[config.mk]
export PLATFORM = sky130hd
export DESIGN_NAME = punctured_convolutional_encoder_core
export DESIGN_NICKNAME = d
export VERILOG_FILES = /design/src/hdl/pce_pkg.sv /design/src/hdl/pce_encode.sv /design/src/hdl/punctured_convolutional_encoder_core.sv
export SDC_FILE = /design/constraint.sdc
export NUM_CORES = 1
export LEC_CHECK = 0
export ABC_AREA = 1
export BUFFER_PORTS_ARGS = -buffer_cell sky130_fd_sc_hd__buf_4
export CORE_MARGIN = 2
export CORE_UTILIZATION = 40
export DETAILED_ROUTE_END_ITERATION = 12
export GPL_ROUTABILITY_DRIVEN = 0
export GPL_TIMING_DRIVEN = 0
export PLACE_DENSITY = 0.7
export SYNTH_ARGS = -nofsm -noshare
export SYNTH_HDL_FRONTEND = slang
export SYNTH_SLANG_ARGS = --single-unit
[constraint.sdc]
create_clock -name clk -period 3.15 [get_ports clk]
set_input_delay 0.315 -clock clk [delete_from_list [all_inputs] [get_ports clk]]
set_output_delay 0.315 -clock clk [all_outputs]
set_load 0.01 [all_outputs]
[src/hdl/pce_pkg.sv]
// ----------------------------------------------------------------------------
// pce_pkg
// Types and constants shared by the punctured convolutional encoder files.
// ----------------------------------------------------------------------------
package pce_pkg;

  // Fixed widths of the configuration registers.
  localparam int GEN_W  = 9;
  localparam int CL_W   = 4;
  localparam int PAT_W  = 16;
  localparam int PER_W  = 5;

  // Register file bus.
  localparam int DATA_W = 32;
  localparam int ADDR_W = 5;

  // Reset values of the registers.
  localparam logic [GEN_W-1:0] GEN_X_RST  = 9'd91;
  localparam logic [GEN_W-1:0] GEN_Y_RST  = 9'd121;
  localparam logic [CL_W-1:0]  CL_RST     = 4'd7;
  localparam logic [PAT_W-1:0] PUNC_X_RST = 16'd1;
  localparam logic [PAT_W-1:0] PUNC_Y_RST = 16'd1;
  localparam logic [PER_W-1:0] PERIOD_RST = 5'd1;

  // Register indexes (byte address is four times the index).
  typedef enum logic [2:0] {
    REG_GEN_X   = 3'd0,
    REG_GEN_Y   = 3'd1,
    REG_CL      = 3'd2,
    REG_PUNC_X  = 3'd3,
    REG_PUNC_Y  = 3'd4,
    REG_PERIOD  = 3'd5
  } reg_idx_t;

  typedef struct packed {
    logic [GEN_W-1:0] gen_poly_x;
    logic [GEN_W-1:0] gen_poly_y;
    logic [CL_W-1:0]  constraint_length;
    logic [PAT_W-1:0] puncture_x;
    logic [PAT_W-1:0] puncture_y;
    logic [PER_W-1:0] puncture_period;
  } cfg_t;

  typedef struct packed {
    logic data_bit;
    logic block_start;
    logic clear_register;
  } in_word_t;

  typedef struct packed {
    logic coded_bit;
    logic is_second;
    logic last_of_run;
  } out_word_t;

  // Encoder result for one data bit: both parities and which survive.
  typedef struct packed {
    logic x_bit;
    logic y_bit;
    logic take_x;
    logic take_y;
  } enc_res_t;

endpackage

[src/hdl/pce_encode.sv]
// ----------------------------------------------------------------------------
// pce_encode
// Combinational encoder step: forms the code word, both parities, the
// puncture decision and the next shift register and phase.
// ----------------------------------------------------------------------------
module pce_encode #(
  parameter int MAX_CONSTRAINT = 9,
  parameter int MAX_PERIOD     = 16,
  localparam int SR_W = MAX_CONSTRAINT - 1,
  localparam int PH_W = (MAX_PERIOD > 1) ? $clog2(MAX_PERIOD) : 1
) (
  input  pce_pkg::cfg_t     cfg,
  input  pce_pkg::in_word_t item,
  input  logic [SR_W-1:0]   shift_q,
  input  logic [PH_W-1:0]   phase_q,
  output pce_pkg::enc_res_t res,
  output logic [SR_W-1:0]   shift_d,
  output logic [PH_W-1:0]   phase_d
);

  localparam int KW_A = $clog2(MAX_CONSTRAINT + 1);
  localparam int KW   = (KW_A > pce_pkg::CL_W) ? KW_A : pce_pkg::CL_W;
  localparam int GW   = (MAX_CONSTRAINT > pce_pkg::GEN_W) ? MAX_CONSTRAINT : pce_pkg::GEN_W;
  localparam int WP_A = $clog2(MAX_PERIOD + 1);
  localparam int WP   = (WP_A > pce_pkg::PER_W) ? WP_A : pce_pkg::PER_W;
  localparam int PXW  = 2 ** WP;

  logic [KW-1:0]             k_ext;
  logic [KW-1:0]             k_eff;
  logic [MAX_CONSTRAINT-1:0] sr_ext;
  logic [MAX_CONSTRAINT-1:0] word;
  logic [GW-1:0]             gx;
  logic [GW-1:0]             gy;
  logic [WP-1:0]             p_ext;
  logic [WP-1:0]             per_eff;
  logic [WP-1:0]             ph_ext;
  logic [WP-1:0]             ph_use;
  logic [WP-1:0]             ph_inc;
  logic [WP-1:0]             sel;
  logic [PXW-1:0]            px;
  logic [PXW-1:0]            py;

  // Code word: the data bit sits at position k-1, register bits below it.
  always_comb begin
    k_ext = KW'(cfg.constraint_length);
    if (k_ext < KW'(2)) begin
      k_eff = KW'(2);
    end else if (k_ext > KW'(MAX_CONSTRAINT)) begin
      k_eff = KW'(MAX_CONSTRAINT);
    end else begin
      k_eff = k_ext;
    end
    sr_ext = item.clear_register ? '0 : {1'b0, shift_q};
    for (int i = 0; i < MAX_CONSTRAINT; i++) begin
      if (KW'(i) == k_eff - KW'(1)) begin
        word[i] = item.data_bit;
      end else if (KW'(i) < k_eff - KW'(1)) begin
        word[i] = sr_ext[i];
      end else begin
        word[i] = 1'b0;
      end
    end
  end

  assign gx        = GW'(cfg.gen_poly_x);
  assign gy        = GW'(cfg.gen_poly_y);
  assign res.x_bit = ^(word & gx[MAX_CONSTRAINT-1:0]);
  assign res.y_bit = ^(word & gy[MAX_CONSTRAINT-1:0]);
  assign shift_d   = word[MAX_CONSTRAINT-1:1];

  // Puncture phase and pattern selection; the first position uses the
  // most significant bit of the period.
  always_comb begin
    p_ext = WP'(cfg.puncture_period);
    if (p_ext == '0) begin
      per_eff = WP'(1);
    end else if (p_ext > WP'(MAX_PERIOD)) begin
      per_eff = WP'(MAX_PERIOD);
    end else begin
      per_eff = p_ext;
    end
    ph_ext = WP'(phase_q);
    if (item.block_start || (ph_ext >= per_eff)) begin
      ph_use = '0;
    end else begin
      ph_use = ph_ext;
    end
    sel    = per_eff - ph_use - WP'(1);
    ph_inc = ph_use + WP'(1);
    if (ph_inc >= per_eff) begin
      phase_d = '0;
    end else begin
      phase_d = ph_inc[PH_W-1:0];
    end
  end

  assign px         = PXW'(cfg.puncture_x);
  assign py         = PXW'(cfg.puncture_y);
  assign res.take_x = px[sel];
  assign res.take_y = py[sel];

endmodule

[src/hdl/punctured_convolutional_encoder_core.sv]
// ----------------------------------------------------------------------------
// punctured_convolutional_encoder_core
// Rate-1/2 convolutional encoder with a programmable puncture pattern.
// ----------------------------------------------------------------------------
// Each input word carries one data bit and gives zero, one or two coded bit
// words: the X parity first, then the Y parity, each only when its puncture
// pattern bit for the current phase is set. An accepted word lands in an
// input register; once the result register is free, the encoder logic
// moves it into a two-entry result register, and the coded bits leave from
// there one per cycle while the receiver does not stall. The input register
// refills in the same cycle it hands off, so a data bit can be taken every
// cycle while each yields at most one coded bit; when both X and Y survive,
// the next data bit waits until the Y bit leaves: the one-bit result
// channel and its two-entry result register set that rate. Words that are
// fully punctured still advance the shift register and phase but produce
// nothing. The last coded bit of each data bit carries last_of_run.
// Registers are written through the APB port at byte address four times
// their index and must only be changed while the block is idle.
// ----------------------------------------------------------------------------
module punctured_convolutional_encoder_core #(
  parameter int MAX_CONSTRAINT = 9,
  parameter int MAX_PERIOD     = 16
) (
  input  logic                        clk,
  input  logic                        rst_n,
  // Input channel
  input  logic                        in_valid,
  output logic                        in_stall,
  input  pce_pkg::in_word_t           in_data,
  // Result channel
  output logic                        out_valid,
  input  logic                        out_stall,
  output pce_pkg::out_word_t          out_data,
  // Register port
  input  logic                        cfg_psel,
  input  logic                        cfg_penable,
  input  logic                        cfg_pwrite,
  input  logic [pce_pkg::ADDR_W-1:0]  cfg_paddr,
  input  logic [pce_pkg::DATA_W-1:0]  cfg_pwdata,
  output logic [pce_pkg::DATA_W-1:0]  cfg_prdata,
  output logic                        cfg_pready
);

  localparam int SR_W = MAX_CONSTRAINT - 1;
  localparam int PH_W = (MAX_PERIOD > 1) ? $clog2(MAX_PERIOD) : 1;

  // Register file.
  pce_pkg::cfg_t     cfg_r;
  pce_pkg::reg_idx_t reg_sel;
  logic              cfg_wr;

  // Input register.
  logic              in_vld_r;
  logic              in_vld_nxt;
  pce_pkg::in_word_t in_r;
  logic              in_take;

  // Encoder state.
  logic [SR_W-1:0]   shift_r;
  logic [SR_W-1:0]   shift_nxt;
  logic [PH_W-1:0]   phase_r;
  logic [PH_W-1:0]   phase_nxt;
  pce_pkg::enc_res_t enc;

  // Result register: X and Y slots with their own valid bits.
  logic              vx_r;
  logic              vx_nxt;
  logic              vy_r;
  logic              vy_nxt;
  logic              xb_r;
  logic              yb_r;
  logic              out_take;
  logic              res_free;
  logic              adv;

  // --------------------------------------------------------------------------
  // Register port. pready is always high, so a write lands in the access
  // cycle. The low address bits select nothing.
  // --------------------------------------------------------------------------
  assign cfg_pready = 1'b1;
  assign reg_sel    = pce_pkg::reg_idx_t'(cfg_paddr[4:2]);
  assign cfg_wr     = cfg_psel && cfg_penable && cfg_pwrite;

  always_ff @(posedge clk) begin
    if (!rst_n) begin
      cfg_r.gen_poly_x        <= pce_pkg::GEN_X_RST;
      cfg_r.gen_poly_y        <= pce_pkg::GEN_Y_RST;
      cfg_r.constraint_length <= pce_pkg::CL_RST;
      cfg_r.puncture_x        <= pce_pkg::PUNC_X_RST;
      cfg_r.puncture_y        <= pce_pkg::PUNC_Y_RST;
      cfg_r.puncture_period   <= pce_pkg::PERIOD_RST;
    end else if (cfg_wr) begin
      case (reg_sel)
        pce_pkg::REG_GEN_X:  cfg_r.gen_poly_x        <= cfg_pwdata[pce_pkg::GEN_W-1:0];
        pce_pkg::REG_GEN_Y:  cfg_r.gen_poly_y        <= cfg_pwdata[pce_pkg::GEN_W-1:0];
        pce_pkg::REG_CL:     cfg_r.constraint_length <= cfg_pwdata[pce_pkg::CL_W-1:0];
        pce_pkg::REG_PUNC_X: cfg_r.puncture_x        <= cfg_pwdata[pce_pkg::PAT_W-1:0];
        pce_pkg::REG_PUNC_Y: cfg_r.puncture_y        <= cfg_pwdata[pce_pkg::PAT_W-1:0];
        pce_pkg::REG_PERIOD: cfg_r.puncture_period   <= cfg_pwdata[pce_pkg::PER_W-1:0];
        default: ;
      endcase
    end
  end

  always_comb begin
    case (reg_sel)
      pce_pkg::REG_GEN_X:  cfg_prdata = pce_pkg::DATA_W'(cfg_r.gen_poly_x);
      pce_pkg::REG_GEN_Y:  cfg_prdata = pce_pkg::DATA_W'(cfg_r.gen_poly_y);
      pce_pkg::REG_CL:     cfg_prdata = pce_pkg::DATA_W'(cfg_r.constraint_length);
      pce_pkg::REG_PUNC_X: cfg_prdata = pce_pkg::DATA_W'(cfg_r.puncture_x);
      pce_pkg::REG_PUNC_Y: cfg_prdata = pce_pkg::DATA_W'(cfg_r.puncture_y);
      pce_pkg::REG_PERIOD: cfg_prdata = pce_pkg::DATA_W'(cfg_r.puncture_period);
      default:             cfg_prdata = '0;
    endcase
  end

  // --------------------------------------------------------------------------
  // Handshake. The result register is free for the next word when it is
  // empty or when its last entry leaves this cycle. The input register hands
  // off into it and can take a new word in the same cycle.
  // --------------------------------------------------------------------------
  assign out_valid  = vx_r || vy_r;
  assign out_take   = out_valid && !out_stall;
  assign res_free   = !out_valid || (out_take && !(vx_r && vy_r));
  assign adv        = in_vld_r && res_free;
  assign in_stall   = in_vld_r && !res_free;
  assign in_take    = in_valid && !in_stall;
  assign in_vld_nxt = in_take || (in_vld_r && !adv);

  always_ff @(posedge clk) begin
    if (!rst_n) begin
      in_vld_r <= 1'b0;
    end else begin
      in_vld_r <= in_vld_nxt;
    end
  end

  always_ff @(posedge clk) begin
    if (in_take) begin
      in_r <= in_data;
    end
  end

  // --------------------------------------------------------------------------
  // Encoder step between the input register and the result register.
  // --------------------------------------------------------------------------
  pce_encode #(
    .MAX_CONSTRAINT (MAX_CONSTRAINT),
    .MAX_PERIOD     (MAX_PERIOD)
  ) u_encode (
    .cfg     (cfg_r),
    .item    (in_r),
    .shift_q (shift_r),
    .phase_q (phase_r),
    .res     (enc),
    .shift_d (shift_nxt),
    .phase_d (phase_nxt)
  );

  always_ff @(posedge clk) begin
    if (!rst_n) begin
      shift_r <= '0;
      phase_r <= '0;
    end else if (adv) begin
      shift_r <= shift_nxt;
      phase_r <= phase_nxt;
    end
  end

  // X always leaves before Y; a new word refills both slots.
  always_comb begin
    vx_nxt = vx_r;
    vy_nxt = vy_r;
    if (out_take) begin
      if (vx_r) begin
        vx_nxt = 1'b0;
      end else begin
        vy_nxt = 1'b0;
      end
    end
    if (adv) begin
      vx_nxt = enc.take_x;
      vy_nxt = enc.take_y;
    end
  end

  always_ff @(posedge clk) begin
    if (!rst_n) begin
      vx_r <= 1'b0;
      vy_r <= 1'b0;
    end else begin
      vx_r <= vx_nxt;
      vy_r <= vy_nxt;
    end
  end

  always_ff @(posedge clk) begin
    if (adv) begin
      xb_r <= enc.x_bit;
      yb_r <= enc.y_bit;
    end
  end

  always_comb begin
    if (vx_r) begin
      out_data.coded_bit   = xb_r;
      out_data.is_second   = 1'b0;
      out_data.last_of_run = !vy_r;
    end else begin
      out_data.coded_bit   = yb_r;
      out_data.is_second   = 1'b1;
      out_data.last_of_run = 1'b1;
    end
  end

  // --------------------------------------------------------------------------
  // Checks.
  // --------------------------------------------------------------------------
  // Once X of a pair leaves, the Y bit of the same word is shown next.
  a_y_follows_x: assert property (@(posedge clk) disable iff (!rst_n)
    (out_take && vx_r && vy_r) |=> (vy_r && !vx_r && $stable(yb_r)))
    else $error("Y bit did not follow its X bit");

  // A new word is only taken when the input register is empty or hands off.
  a_no_overwrite: assert property (@(posedge clk) disable iff (!rst_n)
    in_take |-> (!in_vld_r || adv))
    else $error("input register overwritten");

  // The phase stays inside the largest pattern.
  a_phase_range: assert property (@(posedge clk) disable iff (!rst_n)
    (32'(phase_r) < 32'(MAX_PERIOD)) || (MAX_PERIOD == 1))
    else $error("puncture phase out of range");

  // Encoder state only moves when a word passes into the result register.
  a_state_hold: assert property (@(posedge clk) disable iff (!rst_n)
    (!adv && !$past(!rst_n)) |=> ($stable(shift_r) && $stable(phase_r)))
    else $error("encoder state changed without a word");

endmodule

* Word-level counts from Yosys, hierarchy flattened *
Cells that the tools add are included.

word-level totals
  flip-flop bits (word level) = 79
  word-level logic and storage cells = 120
  input port bits = 47

cells by class
  muxes and demuxes = 36
  bitwise logic cells = 2
  reduce and logical (&&, ||, !) cells = 33
  add/sub/neg operators = 4
  magnitude comparators = 15
  equal/unequal tests = 14

operators by type and width
  operator                                              number
  case mux 16 bit (6 select lines)                      1
  2-to-1 mux 1 bit                                      25
  bitwise AND 9 bit                                     2
  parity 9 bit                                          2
  equality test 3 x 4 -> 1 bit, first input constant    4
  < comparator 3 x 4 -> 1 bit, first input constant     4
  2-to-1 mux 4 bit                                      4
  AND reduction 2 bit                                   7
  binary-select mux 1 bit (select 5 bit)                2
  2-to-1 mux 5 bit                                      2
  logical AND 1 bit                                     9
  equality test 2 x 4 -> 1 bit, first input constant    2
  < comparator 1 x 4 -> 1 bit, first input constant     2
  < comparator 2 x 4 -> 1 bit, first input constant     2
  2-to-1 mux 8 bit                                      1
  zero test 1 bit                                       7
  equality test 3 x 2 -> 1 bit, second input constant   2
  equality test 3 bit, second input constant            2
  < comparator 5 x 6 -> 1 bit, second input constant    1
  adder 4 x 1 -> 5 bit, second input constant           1
  greater-or-equal comparator 4 x 5 -> 1 bit            1
  greater-or-equal comparator 5 bit                     1
  greater-than comparator 5 bit, second input constant  1
  zero test 5 bit                                       1
  15 further kinds                                      18

* Logic depth before layout (Yosys ltp) *
  depth in word-level cells = 11
  mapped depth = 25
  gate-level depth less buffers = 25

* Cells and area by module *
A second synthesis with hierarchy kept.

unflattened totals
  cells, all modules = 922
  area, all modules = 5647.9 sq um

by module, submodules not included
  module                                seq. area each (sq um)  cells each  times used  area an instance (sq um)
  punctured_convolutional_encoder_core  1631.6                  558         1           3813.7
  pce_encode                            0.0                     364         1           1834.3

* Least setup slack after synthesis *
Ideal clock, no wire load.

  kind = register to register
  start point = register cfg_r[2] (netlist name)
  end point = register vy_r
  setup time = 132 ps
  cell stages (with the launch flop) = 23
  setup slack = -170 ps
  path buffers = 2
  arrival = 3187 ps
  cell sequence = dfxtp_1 > inv_1 > nand4_1 > nand2_1 > nand2_1 > ha_1 > inv_1 > nor2_1 > nand4_1 > o2111ai_1 > nor2_2 > nand2_1 > ha_1 > fa_1 > clkbuf_1 > clkbuf_1 > o211ai_1 > o21ai_0 > nand2_1 > o21ai_0 > nand2_1 > nand3_1 > a21oi_1

on the way
  word-level cells in the longest chain between the ends = 11

RTL lines
  element                                     line                                         source
  start, declared                             punctured_convolutional_encoder_core.sv:48   pce_pkg::cfg_t cfg_r;
  greater-than comparator 5 bit               pce_encode.sv:77                             end else if (p_ext > WP'(MAX_PERIOD)) begin
  2-to-1 mux 5 bit                            pce_encode.sv:77
  2-to-1 mux 5 bit *                          pce_encode.sv:75                             if (p_ext == '0) begin
  greater-or-equal comparator 4 x 5 -> 1 bit  pce_encode.sv:83                             if (item.block_start || (ph_ext >= per_eff)) begin
  logical OR 1 bit                            pce_encode.sv:83
  2-to-1 mux 4 bit                            pce_encode.sv:83
  subtractor 5 x 4 -> 5 bit *                 pce_encode.sv:88                             sel = per_eff - ph_use - WP'(1);
  subtractor 5 x 1 -> 5 bit *                 pce_encode.sv:88
  binary-select mux 1 bit (select 5 bit) *    pce_encode.sv:100                            assign res.take_y = py[sel];
  2-to-1 mux 1 bit (implied by the code) *    pce_encode.sv:100
  2-to-1 mux 1 bit *                          punctured_convolutional_encoder_core.sv:181  if (adv) begin
  end signal, assigned                        punctured_convolutional_encoder_core.sv:193  vy_r <= vy_nxt;
  end, declared                               punctured_convolutional_encoder_core.sv:68   logic vy_r;

Mark *: on every way between the ends. The rest lies on a longest branch, timed or not. The select of a mux whose other input is x is not followed.
A chain may end at the register's enable or synchronous reset.

* Worst setup path in the final report *
Ends and elaborated chain as after synthesis.

==> parameters.txt <==
Parameter                              Value

Timing
  Setup repair after global routing missed its margin ... yes
  Normalized max-slew margin ... 54.6%
  Worst Skew ... 0.0133 ns
  Slew at the pin with the worst max-slew slack ... 0.680 ns
  Final period utilization ... 109%
  Endpoints failing hold ... 0
  Final sum of negative setup slack ... -1.37 ns
  Slack of the critical path ... -0.284 ns
  Final worst hold slack ... 0.150 ns
  Shortest clock period the worst path allows after layout ... 3.43 ns
  F_max ... 0.291 GHz
  Max-slew violation count ... 0
  Setup-failing EPs final ... 6

CTS
  # hold bufs at CTS ... 0
  Number of clock buffers inserted by TritonCTS ... 9
  Clock-pin slew of the registers on the worst-case setup and hold paths ... 0.07 ns
  CTS root buffer ... clkbuf_16
  Total number of clock tree sinks ... 79
  Clock tree buffer depth ... 2
  CTS tree ... built
  H-tree depth reported by CTS ... 3
  Clk_lat worst skew ... 0.35 ns

Power
  Switching fraction of total power ... 26.4%
  Total Power Consumption ... 2.57 mW
  VDD IR-drop max ... 0.000355 V
  Cell Pwr Density ... 424 nW/um^2
  Flop pwr share ... 41.2%
  Leakage ... 2.79 nW
  Internal cell power ... 1.89 mW
  Switching component of the power ... 679 uW
  Logic pwr share ... 14.6%
  Clock share of power ... 44.2%

Placement
  Placed wire-length estimate after detailed placement ... 10400 um
  Total placed cells including tap cells ... 914
  Worst Setup Slack post-DPL ... -0.613 ns
  Cell Area, Placed ... 5410 sq um
  Port Buffers ... 49

Synthesis
  Mean instance size in the synthesized netlist ... 6.79 sq um
  Top post-synthesis cells by area ... dfxtp_1 31%, nand2_1 9.9%, inv_1 8.1%
  Synth warn ... 0
  Sequential element share of the synthesized area ... 34.0%
  Distinct cell type count of the synthesized netlist ... 43
  Post-synthesis instance total ... 707
  Count of state elements after synthesis ... 79
  Share of the synthesized area in the top cell type ... 30.9%
  Synthesized cell area ... 4800 sq um
  Synth async-reset ratio ... 0%
  Ys flop type ... dfxtp_1
  Cell type contributing the most total cell area after synthesis ... dfxtp_1
  Number of enable-type register cells in the synthesized netlist ... 5

Floorplanning
  Initial cell density of the core ... 41.5%
  Ports ... 85
  Die X-Extent ... 114 um
  Num rows ... 39
  Core footprint ... 11600 sq um
  Overall die area ... 12900 sq um
  Overall die height ... 114 um

Worst setup path
  Top fanout value on the critical path ... 8
  Kind of critical path ... flop to flop
  Slowest CP cell ... fa_1
  Data required time at the worst endpoint ... 3.35 ns
  Critical path arrival ... 3.63 ns
  Worst Setup Start Kind ... flop
  Origin of the worst setup path ... cfg_r[2]
  Delay of the slowest cell on the worst path ... 0.48 ns
  Critical path capture point type ... flop
  Cell type with the highest occurrence count on the critical path ... inv_2
  Cell-by-cell listing of the critical path ... inv_2 -> nand4_1 -> nand2_2 -> nand2_2 -> ha_4 -> nand2_2 -> inv_2 -> nand4_1 -> o2111ai_2 -> nor2_2 -> buf_6 -> inv_2 -> nor2_4 -> inv_2 -> fa_1 -> buf_8 -> clkbuf_4 -> o21a_1 -> o21ai_0 -> nand2_1 -> nand3_2 -> a21oi_1
  Launch point of the worst reg-to-reg path ... cfg_r[2]

Final layout
  Fraction of layout cells with a size suffix above 1 ... 21.7%
  Area of the multi-input gates ... 2780 sq um
  End-of-flow core utilization ... 52.4%
  Area overhead of the layout relative to synthesis ... 26.2%
  Final cell count without fillers ... 945
  Total Nets Final ... 863
  Number of inserted diodes ... 0
  Reg area ... 1640 sq um
  Final instance area ... 6050 sq um
  Number of inserted filler cells in the final layout ... 1145

Outcome
  Violated checks ... negative setup slack
  Status ... complete, but fails checks

Route
  Post-route ant nets ... 0
  Routed via count divided by cell count ... 5.25
  Initial drt markers ... 365
  Number of search-and-repair iterations in the first detailed-routing pass ... 5
  Total wire length ... 14200 um
  Wire length per cell ... 15.0 um
  Routed vias ... 4961
  Total DRC errors in the routed layout ... 0

Run
  Max-capacitance violation count ... 0

Global route
  Antenna violations before repair ... 0
  Aggregate global routing overflow ... 0
  Vias in the first global route ... 4442
  First-pass GRT wire length ... 21900 um
  Pin count of the biggest net entering global routing ... 15
  GRT Total Usage ... 21.9%

Worst hold path
  Worst Min Path Start ... in_data[1]
  Hold Path Class ... input pin to flop
==> cell usage in the layout, fill, tap and decap left out, drive strengths merged, types with 17 or more instances in the layout <==
cell / synthesis / layout
inv: 107 / 110
ha: 18 / 18
nor2: 64 / 64
o211ai: 19 / 19
clkbuf: 22 / 29
o21ai: 70 / 70
a21oi: 67 / 67
buf: 18 / 85
conb: 2 / 17
nand3: 46 / 46
nand2: 142 / 142
dfxtp: 74 / 74
==> cells in the mapped netlist, drive strengths merged, types with 10 or more instances <==
cell type	instances
nand4	10
ha	18
nor2	64
dfxtp	74
inv	107
nand3	46
a21oi	67
buf	18
o21ai	70
clkbuf	22
o22ai	11
o211ai	19
nand2	142
==> area by class of cell <==
cell class,instances,share of cell area (%)
clock buffers,10,3.78
multi-input cells,494,45.9
repair buffers,65,8.12
plain buffers,39,3.93
inverters,109,6.80
clock inverters,6,1.47
well taps,143,2.96
flip-flops and latches,79,27.0
==> per-layer routing <==
layer / vias to the layer above / global-route usage [%] / wire length (um)
li1: 2486 / - / -
met1: 2265 / 29.5 / 6380
met2: 182 / 34.3 / 6520
met3: 28 / 4.62 / 959
met4: 0 / 8.54 / 358
met5: - / 0 / 0
==> final timing paths <==
check / endpoint / slack, ns / cells past startpoint
worst max-delay path: vy_r / -0.28 / 22
worst min-delay path: in_r[1] / 0.15 / 1
worst max register to register: vy_r / -0.28 / 22
worst min register to register: cfg_r[3] / 0.46 / 2
==> worst max-delay path, delay by kind of cell (launching register included) <==
| family | cells | cell delay, ns |
|---|---|---|
| AO/OA/AOI/OAI | 4 | 0.54 |
| adder cells (fa/ha/maj) | 2 | 0.72 |
| buffers and inverters | 7 | 0.65 |
| flip-flops | 1 | 0.32 |
| AND/OR/NAND/NOR | 9 | 1.05 |
==> power by group through the flow <==
stage	sequential (mW)	combinational [mW]	clock [mW]
finish	1.06	0.374	1.14
global route	1.06	0.411	1.19
CTS	1.06	0.355	1.14
detailed placement	1.08	0.336	0
global placement	1.08	0.333	0
floorplan	1.07	0.218	0
==> registers in the layout, indices dropped and copies added (netlist names) <==
register,cells
cfg_r,59
vx_r,1
vy_r,1
yb_r,1
phase_r,4
in_vld_r,1
in_r,3
xb_r,1
shift_r,8
==> repair_timing <==
action | 4_1_cts | 5_1_grt
endpoints found under the setup margin | 6 | 6
cloned | 1 | 0
gates resized for setup | 36 | 25
buffers inserted | 10 | 5
pin swaps | 13 | 25
==> cell families after synthesis <==
kind of cell    count (synthesis)  synth area share [%]
simple gates                  269                  24.8
buf+inv                       149                  13.1
other cells                     2                 0.157
fa+ha+maj                      19                  5.11
xor+xnor                        2                 0.365
flops                          79                  34.0
compound gates                187                  22.5
Note: power is estimated with default switching activity, not from simulation.
